File: src/rtl/i2ckd_pkg.sv
// ----------------------------------------------------------------------------
// i2ckd_pkg
// Types and constants shared by the I2C key and digit panel target.
// ----------------------------------------------------------------------------
package i2ckd_pkg;

  // 7-bit bus addresses
  localparam logic [6:0] KEY_ADDR  = 7'h24;
  localparam logic [6:0] DIG_FIRST = 7'h34;
  localparam logic [6:0] DIG_LAST  = 7'h37;

  // event kinds
  localparam logic [1:0] EV_START = 2'd0;
  localparam logic [1:0] EV_STOP  = 2'd1;
  localparam logic [1:0] EV_RISE  = 2'd2;
  localparam logic [1:0] EV_FALL  = 2'd3;

  // configuration register byte addresses
  localparam logic [2:0] REG_KEY_RESPONSE = 3'd0;

  // bus phase
  typedef enum logic [2:0] {
    PH_IDLE   = 3'd0,
    PH_RXADDR = 3'd1,
    PH_RXDATA = 3'd2,
    PH_TXDATA = 3'd3,
    PH_TXACK  = 3'd4,
    PH_IGNORE = 3'd5
  } phase_t;

  // one result item, sda_pull_low in the lowest bit
  typedef struct packed {
    logic       key_send_active;
    logic       key_read_done;
    logic [7:0] digit_segments;
    logic [6:0] digit_address;
    logic       digit_valid;
    logic       sda_pull_low;
  } result_t;

  localparam int RESULT_W = $bits(result_t);
  localparam int OUT_TDATA_W = 24;

  function automatic logic is_digit(input logic [6:0] a);
    return (a >= DIG_FIRST) && (a <= DIG_LAST);
  endfunction

endpackage

File: src/rtl/i2c_target_key_and_digit_panel.sv
// ----------------------------------------------------------------------------
// i2c_target_key_and_digit_panel
// Event-driven I2C target: key address read and digit address writes.
// ----------------------------------------------------------------------------
// output: registered; a result is valid in the cycle after its event is accepted
// throughput: one item per cycle; the output register is refilled in the
//   cycle it is taken, so input only stalls while a result waits unread
// reset: rst (synchronous) clears bus state, key_response and the output
//   valid; no clearing pass, items are taken in the first cycle after
module i2c_target_key_and_digit_panel (
  input  logic        clk,
  input  logic        rst,
  // event items
  input  logic        s_tvalid,
  output logic        s_tready,
  input  logic [7:0]  s_tdata,   // [0] sda_level
  input  logic [1:0]  s_tuser,   // [1:0] opcode
  // result items
  output logic        m_tvalid,
  input  logic        m_tready,
  output logic [23:0] m_tdata,   // [0] sda_pull_low, [1] digit_valid,
                                 // [8:2] digit_address, [16:9] digit_segments,
                                 // [17] key_read_done, [18] key_send_active
  // configuration
  input  logic        psel,
  input  logic        penable,
  input  logic        pwrite,
  input  logic [2:0]  paddr,
  input  logic [31:0] pwdata,
  output logic [31:0] prdata,
  output logic        pready
);
  import i2ckd_pkg::*;

  logic       accept;
  logic [7:0] key_response;
  result_t    result;
  result_t    out_item;

  assign s_tready = !m_tvalid || m_tready;
  assign accept   = s_tvalid && s_tready;

  i2ckd_regs u_regs (
    .clk          (clk),
    .rst          (rst),
    .psel         (psel),
    .penable      (penable),
    .pwrite       (pwrite),
    .paddr        (paddr),
    .pwdata       (pwdata),
    .prdata       (prdata),
    .pready       (pready),
    .key_response (key_response)
  );

  i2ckd_fsm u_fsm (
    .clk          (clk),
    .rst          (rst),
    .accept       (accept),
    .opcode       (s_tuser),
    .sda_level    (s_tdata[0]),
    .key_response (key_response),
    .result       (result)
  );

  // result register
  always_ff @(posedge clk) begin
    if (rst) begin
      m_tvalid <= 1'b0;
    end else if (s_tready) begin
      m_tvalid <= s_tvalid;
    end
  end

  always_ff @(posedge clk) begin
    if (accept) begin
      out_item <= result;
    end
  end

  assign m_tdata = {(OUT_TDATA_W - RESULT_W)'(0), out_item};

endmodule

File: src/rtl/i2ckd_regs.sv
// ----------------------------------------------------------------------------
// i2ckd_regs
// APB register block holding the key response byte.
// ----------------------------------------------------------------------------
module i2ckd_regs (
  input  logic        clk,
  input  logic        rst,
  input  logic        psel,
  input  logic        penable,
  input  logic        pwrite,
  input  logic [2:0]  paddr,
  input  logic [31:0] pwdata,
  output logic [31:0] prdata,
  output logic        pready,
  output logic [7:0]  key_response
);
  import i2ckd_pkg::*;

  logic hit;

  // word decode, byte lanes ignored
  assign hit    = (paddr[2] == REG_KEY_RESPONSE[2]);
  assign pready = 1'b1;

  // register write
  always_ff @(posedge clk) begin
    if (rst) begin
      key_response <= 8'd0;
    end else if (psel && penable && pwrite && pready && hit) begin
      key_response <= pwdata[7:0];
    end
  end

  // read back
  always_comb begin
    prdata = 32'd0;
    if (hit) begin
      prdata = {24'd0, key_response};
    end
  end

endmodule

File: src/rtl/i2ckd_fsm.sv
// ----------------------------------------------------------------------------
// i2ckd_fsm
// Bus protocol state machine: updates transaction state on each accepted
// event and forms that event's result.
// ----------------------------------------------------------------------------
module i2ckd_fsm (
  input  logic                clk,
  input  logic                rst,
  input  logic                accept,
  input  logic [1:0]          opcode,
  input  logic                sda_level,
  input  logic [7:0]          key_response,
  output i2ckd_pkg::result_t  result
);
  import i2ckd_pkg::*;

  phase_t     bus_phase, bus_phase_next;
  logic [3:0] bit_counter, bit_counter_next;
  logic [7:0] shift_in_byte, shift_in_byte_next;
  logic [6:0] matched_address, matched_address_next;
  logic       sda_drive, sda_drive_next;
  logic       digit_pending, digit_pending_next;
  logic [7:0] pending_segments, pending_segments_next;

  // state register
  always_ff @(posedge clk) begin
    if (rst) begin
      bus_phase        <= PH_IDLE;
      bit_counter      <= 4'd0;
      shift_in_byte    <= 8'd0;
      matched_address  <= 7'd0;
      sda_drive        <= 1'b0;
      digit_pending    <= 1'b0;
      pending_segments <= 8'd0;
    end else if (accept) begin
      bus_phase        <= bus_phase_next;
      bit_counter      <= bit_counter_next;
      shift_in_byte    <= shift_in_byte_next;
      matched_address  <= matched_address_next;
      sda_drive        <= sda_drive_next;
      digit_pending    <= digit_pending_next;
      pending_segments <= pending_segments_next;
    end
  end

  // next state and result
  always_comb begin
    logic [6:0] addr;
    logic       rd;
    logic       ok;
    addr = shift_in_byte[7:1];
    rd   = shift_in_byte[0];
    ok   = (addr == KEY_ADDR) || (!rd && is_digit(addr));

    bus_phase_next        = bus_phase;
    bit_counter_next      = bit_counter;
    shift_in_byte_next    = shift_in_byte;
    matched_address_next  = matched_address;
    sda_drive_next        = sda_drive;
    digit_pending_next    = digit_pending;
    pending_segments_next = pending_segments;
    result                = '0;

    case (opcode)
      EV_START, EV_STOP: begin
        bus_phase_next        = (opcode == EV_START) ? PH_RXADDR : PH_IDLE;
        bit_counter_next      = 4'd0;
        shift_in_byte_next    = 8'd0;
        matched_address_next  = 7'd0;
        sda_drive_next        = 1'b0;
        digit_pending_next    = 1'b0;
        pending_segments_next = 8'd0;
      end
      EV_RISE: begin
        case (bus_phase)
          PH_RXADDR, PH_RXDATA: begin
            if (bit_counter < 4'd8) begin
              shift_in_byte_next = {shift_in_byte[6:0], sda_level};
              bit_counter_next   = bit_counter + 4'd1;
            end else if (bit_counter == 4'd8) begin
              bit_counter_next = 4'd9;
            end
          end
          PH_TXDATA: begin
            if (bit_counter < 4'd8) begin
              bit_counter_next = bit_counter + 4'd1;
            end
          end
          PH_TXACK: begin
            bit_counter_next = 4'd1;
          end
          default: begin
          end
        endcase
      end
      default: begin
        // scl falling
        case (bus_phase)
          PH_RXADDR: begin
            if (bit_counter == 4'd8) begin
              matched_address_next = addr;
              sda_drive_next       = ok;
              if (!ok) begin
                bus_phase_next = PH_IGNORE;
              end
            end else if (bit_counter == 4'd9) begin
              bit_counter_next = 4'd0;
              if (matched_address == KEY_ADDR && rd) begin
                bus_phase_next = PH_TXDATA;
                sda_drive_next = !key_response[7];
              end else begin
                bus_phase_next     = PH_RXDATA;
                sda_drive_next     = 1'b0;
                shift_in_byte_next = 8'd0;
              end
            end
          end
          PH_RXDATA: begin
            if (bit_counter == 4'd8) begin
              sda_drive_next = 1'b1;
              if (is_digit(matched_address)) begin
                digit_pending_next    = 1'b1;
                pending_segments_next = shift_in_byte;
              end
            end else if (bit_counter == 4'd9) begin
              sda_drive_next = 1'b0;
              if (digit_pending) begin
                result.digit_valid    = 1'b1;
                result.digit_address  = matched_address;
                result.digit_segments = pending_segments;
              end
              digit_pending_next = 1'b0;
              bit_counter_next   = 4'd0;
              shift_in_byte_next = 8'd0;
            end
          end
          PH_TXDATA: begin
            if (bit_counter < 4'd8) begin
              // msb first
              sda_drive_next = !key_response[3'd7 - bit_counter[2:0]];
            end else begin
              sda_drive_next   = 1'b0;
              bus_phase_next   = PH_TXACK;
              bit_counter_next = 4'd0;
            end
          end
          PH_TXACK: begin
            if (bit_counter == 4'd1) begin
              result.key_read_done = 1'b1;
              sda_drive_next       = 1'b0;
              bus_phase_next       = PH_IGNORE;
              bit_counter_next     = 4'd0;
            end
          end
          PH_IGNORE: begin
            sda_drive_next = 1'b0;
          end
          default: begin
          end
        endcase
      end
    endcase

    result.sda_pull_low    = sda_drive_next;
    result.key_send_active = (bus_phase_next == PH_TXDATA) ||
                             (bus_phase_next == PH_TXACK);
  end

endmodule

File: config.mk
export PLATFORM = sky130hd
export DESIGN_NAME = i2c_target_key_and_digit_panel
export DESIGN_NICKNAME = d
export VERILOG_FILES = /design/src/rtl/i2ckd_pkg.sv /design/src/rtl/i2c_target_key_and_digit_panel.sv /design/src/rtl/i2ckd_regs.sv /design/src/rtl/i2ckd_fsm.sv
export SDC_FILE = /design/constraint.sdc
export NUM_CORES = 1
export LEC_CHECK = 0
export ABC_AREA = 1
export BUFFER_PORTS_ARGS = -buffer_cell sky130_fd_sc_hd__buf_2
export CAP_MARGIN = 20
export CORE_MARGIN = 2
export CORE_UTILIZATION = 40
export CTS_CLUSTER_DIAMETER = 120
export DETAILED_ROUTE_END_ITERATION = 16
export GPL_TIMING_DRIVEN = 0
export MAX_ROUTING_LAYER = met4
export PLACE_DENSITY = 0.71
export SKIP_CTS_REPAIR_TIMING = 1
export SYNTH_ARGS = -nofsm -noshare
export SYNTH_HDL_FRONTEND = slang
export SYNTH_SLANG_ARGS = --single-unit
File: constraint.sdc
create_clock -name clk -period 1.95 [get_ports clk]
set_clock_uncertainty 0.2 [all_clocks]
set_input_delay 0.195 -clock clk [delete_from_list [all_inputs] [get_ports clk]]
set_output_delay 0.195 -clock clk [all_outputs]
set_load 0.005 [all_outputs]
==> summary.md <==
| Metric | Value |
|---|---|
| Run status | complete, but fails checks |
| Failing checks | hold timing |
| DRC viols | 0 |
| Final WS setup | 0.0736 ns |
| Max-cap viol count | 0 |
| Clock buffer depth | 2 |
| Peak VDD IR | 375 uV |
| Final Hold Violating Endpoints | 3 |
| Area of the multi-input gates | 0.00156 sq mm |
| Ys async rst share | 0 |
| Hold Path Class | in -> reg |
| Register Area | 0.00140 sq mm |
| Post-route clock period utilization | 0.962 |
| Fillers | 799 |
| Via count | 3081 |
| Routed vias/inst | 4.63 |
| RSZ-0062 raised after global routing | true |
| GRT met2 Usage | 0.262 |
| Worst setup startpoint | u_fsm.bit_counter[1] |
| DRT iter0 DRCs | 171 |
| Global Route met1 Usage | 0.211 |
| RR Startpoint | u_fsm.bit_counter[1] |
| Overflow after GRT | 0 |
| Routed WL | 7500 microns |
| R2r endpoint | m_tdata[18] |
| GRT Total Usage | 0.171 |
| CTS tree | done |
| Vias in the first global route | 2646 |
| F_max | 533 MHz |
| Most frequent cells in the layout | nand2_1 (88), inv_1 (54), nor2_1 (52) |
| Nets@finish | 615 |
| WP data arrival | 1.79 ns |
| Share of cells above drive strength 1 | 0.264 |
| IO buf count | 46 |
| Post-DP Area | 0.00384 sq mm |
| Syn-to-layout area delta | 25.1% |
| Final Instance Area | 0.00422 sq mm |
| Sequential-to-total area share from yosys stat | 0.412 |
| Setup slack after placement | -0.103 ns |
| First-pass DRT Iterations | 5 |
| Synthesized flop and latch total | 60 |
| Antenna violations before repair | 0 |
| Placeable core area | 0.00822 sq mm |
| Die Height | 95.9 microns |
| Post-synthesis cell area | 0.00337 sq mm |
| ANT cells | 0 |
| Met3 Resource Use GR | 0.0478 |
| Post-DP HPWL | 5340 microns |
| CP max FO | 6 |
| Power per cell area | 679 mW/mm^2 |
| Starting Density | 0.411 |
| Reg clk slew, reported paths | 0.07 ns |
| CTS sink count | 60 |
| Synth Flop Type | dfxtp_1 |
| Worst Hold Slack | -0.0458 ns |
| Cts bufs inserted | 9 |
| Critical path type | reg -> reg |
| Die X | 95.9 microns |
| Pin count of the biggest net entering global routing | 29 |
| Syn Inst Count | 454 |
| H-Tree Depth | 3 |
| Critical Path End | m_tdata[18] |
| Startpoint types | flip-flop |
| Gpl congestion | 0.873 |
| Wire per inst | 11.3 microns |
| # setup viols final | 0 |
| Flop-to-flop setup slack | 0.07 ns |
| YS warnings | 0 |
| Synth cell types | 37 |
| CP Capture Type | flip-flop |
| Std cell rows | 33 |
| Worst-skew pair later-pin latency | 0.35 ns |
| CP required | 1.86 ns |
| First-pass GRT wire length | 11800 microns |
| Fin crit period | 1.88 ns |
| Mapped Avg Cell Area | 7.43 sq um |
| Slew Viols, Final | 0 |
| EDFF count, synth | 19 |
| Final ANT Viol Nets | 0 |
| Top Ports | 111 |
| Die ar. | 0.00919 sq mm |
| Busiest grt layer | met2 |
| Root buffer cell | clkbuf_8 |
| Leak | 1.92 nW |
| Most common cell after layout, fill and taps aside | nand2_1 |
| Worst-case reg-to-reg path depth | 12 |
per-stage QoR:
stage / total power, mW / TNS (ns) / utilization / instances
finish: 2.87 / 0 / 0.514 / 666
global route: 3.01 / -0.0307 / 0.514 / 666
CTS: 2.83 / -0.275 / 0.489 / 649
detailed placement: 1.84 / -0.816 / 0.467 / 633
global placement: 1.83 / -0.0660 / 0.467 / 633
floorplan: 1.73 / 0 / - / 482
cell type report:
cell class                      instances  share of cell area
Buffer                                 42              0.0768
Clock buffer                            9              0.0294
Clock inverter                          7              0.0125
Inverter                               64              0.0584
Multi-Input combinational cell        316               0.370
Sequential cell                        60               0.331
Tap cell                              105              0.0311
Timing Repair Buffer                   63              0.0901
worst max-delay path, stage by stage (launching register included):
cell	delay (ns)
dfxtp_4	0.37
inv_4	0.08
ha_1	0.16
nand3_1	0.10
inv_2	0.12
nand2_1	0.08
inv_1	0.08
nand2_1	0.07
nand3_2	0.07
a21oi_2	0.07
buf_4	0.14
nand3_1	0.06
nand2_1	0.05
layer usage:
layer | up-vias | share of wire | routed length [microns]
li1 | 1597 | - | -
met1 | 1358 | 0.45 | 3410
met2 | 114 | 0.46 | 3440
met3 | 12 | 0.069 | 517
met4 | 0 | 0.018 | 138
met5 | - | 0 | 0
cell usage after synthesis, types with 2 or more instances:
library cell	instances	area [sq um]
o211ai_1	5	37.5
buf_2	3	15.0
a21oi_2	2	17.5
clkbuf_1	4	15.0
o21ai_1	6	30.0
nand3_1	26	130
nor2_1	52	195
buf_4	30	225
nor2_2	2	12.5
nand2_1	88	330
dfxtp_1	41	821
nor2_4	2	22.5
nand2_2	4	25.0
edfxtp_1	19	571
buf_6	5	56.3
inv_1	54	203
o21ai_0	36	180
ha_1	7	87.6
inv_2	7	26.3
nor3_1	4	20.0
conb_1	2	7.51
a21oi_1	38	190
nand3_2	3	30.0
sequential cells by signal, summed over array words and instances, names as in the netlist:
register                flops
m_tdata                    19
m_tvalid                    1
u_fsm.bit_counter           4
u_fsm.bus_phase             3
u_fsm.digit_pending         1
u_fsm.matched_address       7
u_fsm.pending_segments      8
u_fsm.sda_drive             1
u_fsm.shift_in_byte         8
u_regs.key_response         8
worst min-delay path by stage:
stage	from	to	cells past startpoint
5_1_grt	pwdata[7]	u_regs.key_response[7]	3
2_1_floorplan	rst	m_tvalid	1
3_5_place_dp	u_fsm.pending_segments[3]	u_fsm.pending_segments[3]	2
4_1_cts	s_tvalid	m_tvalid	3
6_report	pwdata[7]	u_regs.key_response[7]	3
3_3_place_gp	u_fsm.pending_segments[1]	u_fsm.pending_segments[1]	2
where the power goes:
group | total (mW) | internal, mW | switching, mW
combinational | 0.474 | 0.196 | 0.278
clock | 1.01 | 0.466 | 0.545
sequential | 1.38 | 1.35 | 0.0347
total | 2.87 | 2.01 | 0.858
cell families (layout without fill, tap and decap cells):
logic type / Yosys count / after routing / synth area share
AND/OR/NAND/NOR: 187 / 188 / 0.244
buffers and inverters: 107 / 185 / 0.169
AO/OA/AOI/OAI: 89 / 89 / 0.141
flip-flops: 60 / 60 / 0.412
adder cells (fa/ha/maj): 7 / 7 / 0.0260
other: 2 / 30 / 0.00223
XOR/XNOR: 2 / 2 / 0.00519
Note: power is estimated with default switching activity, not from simulation.
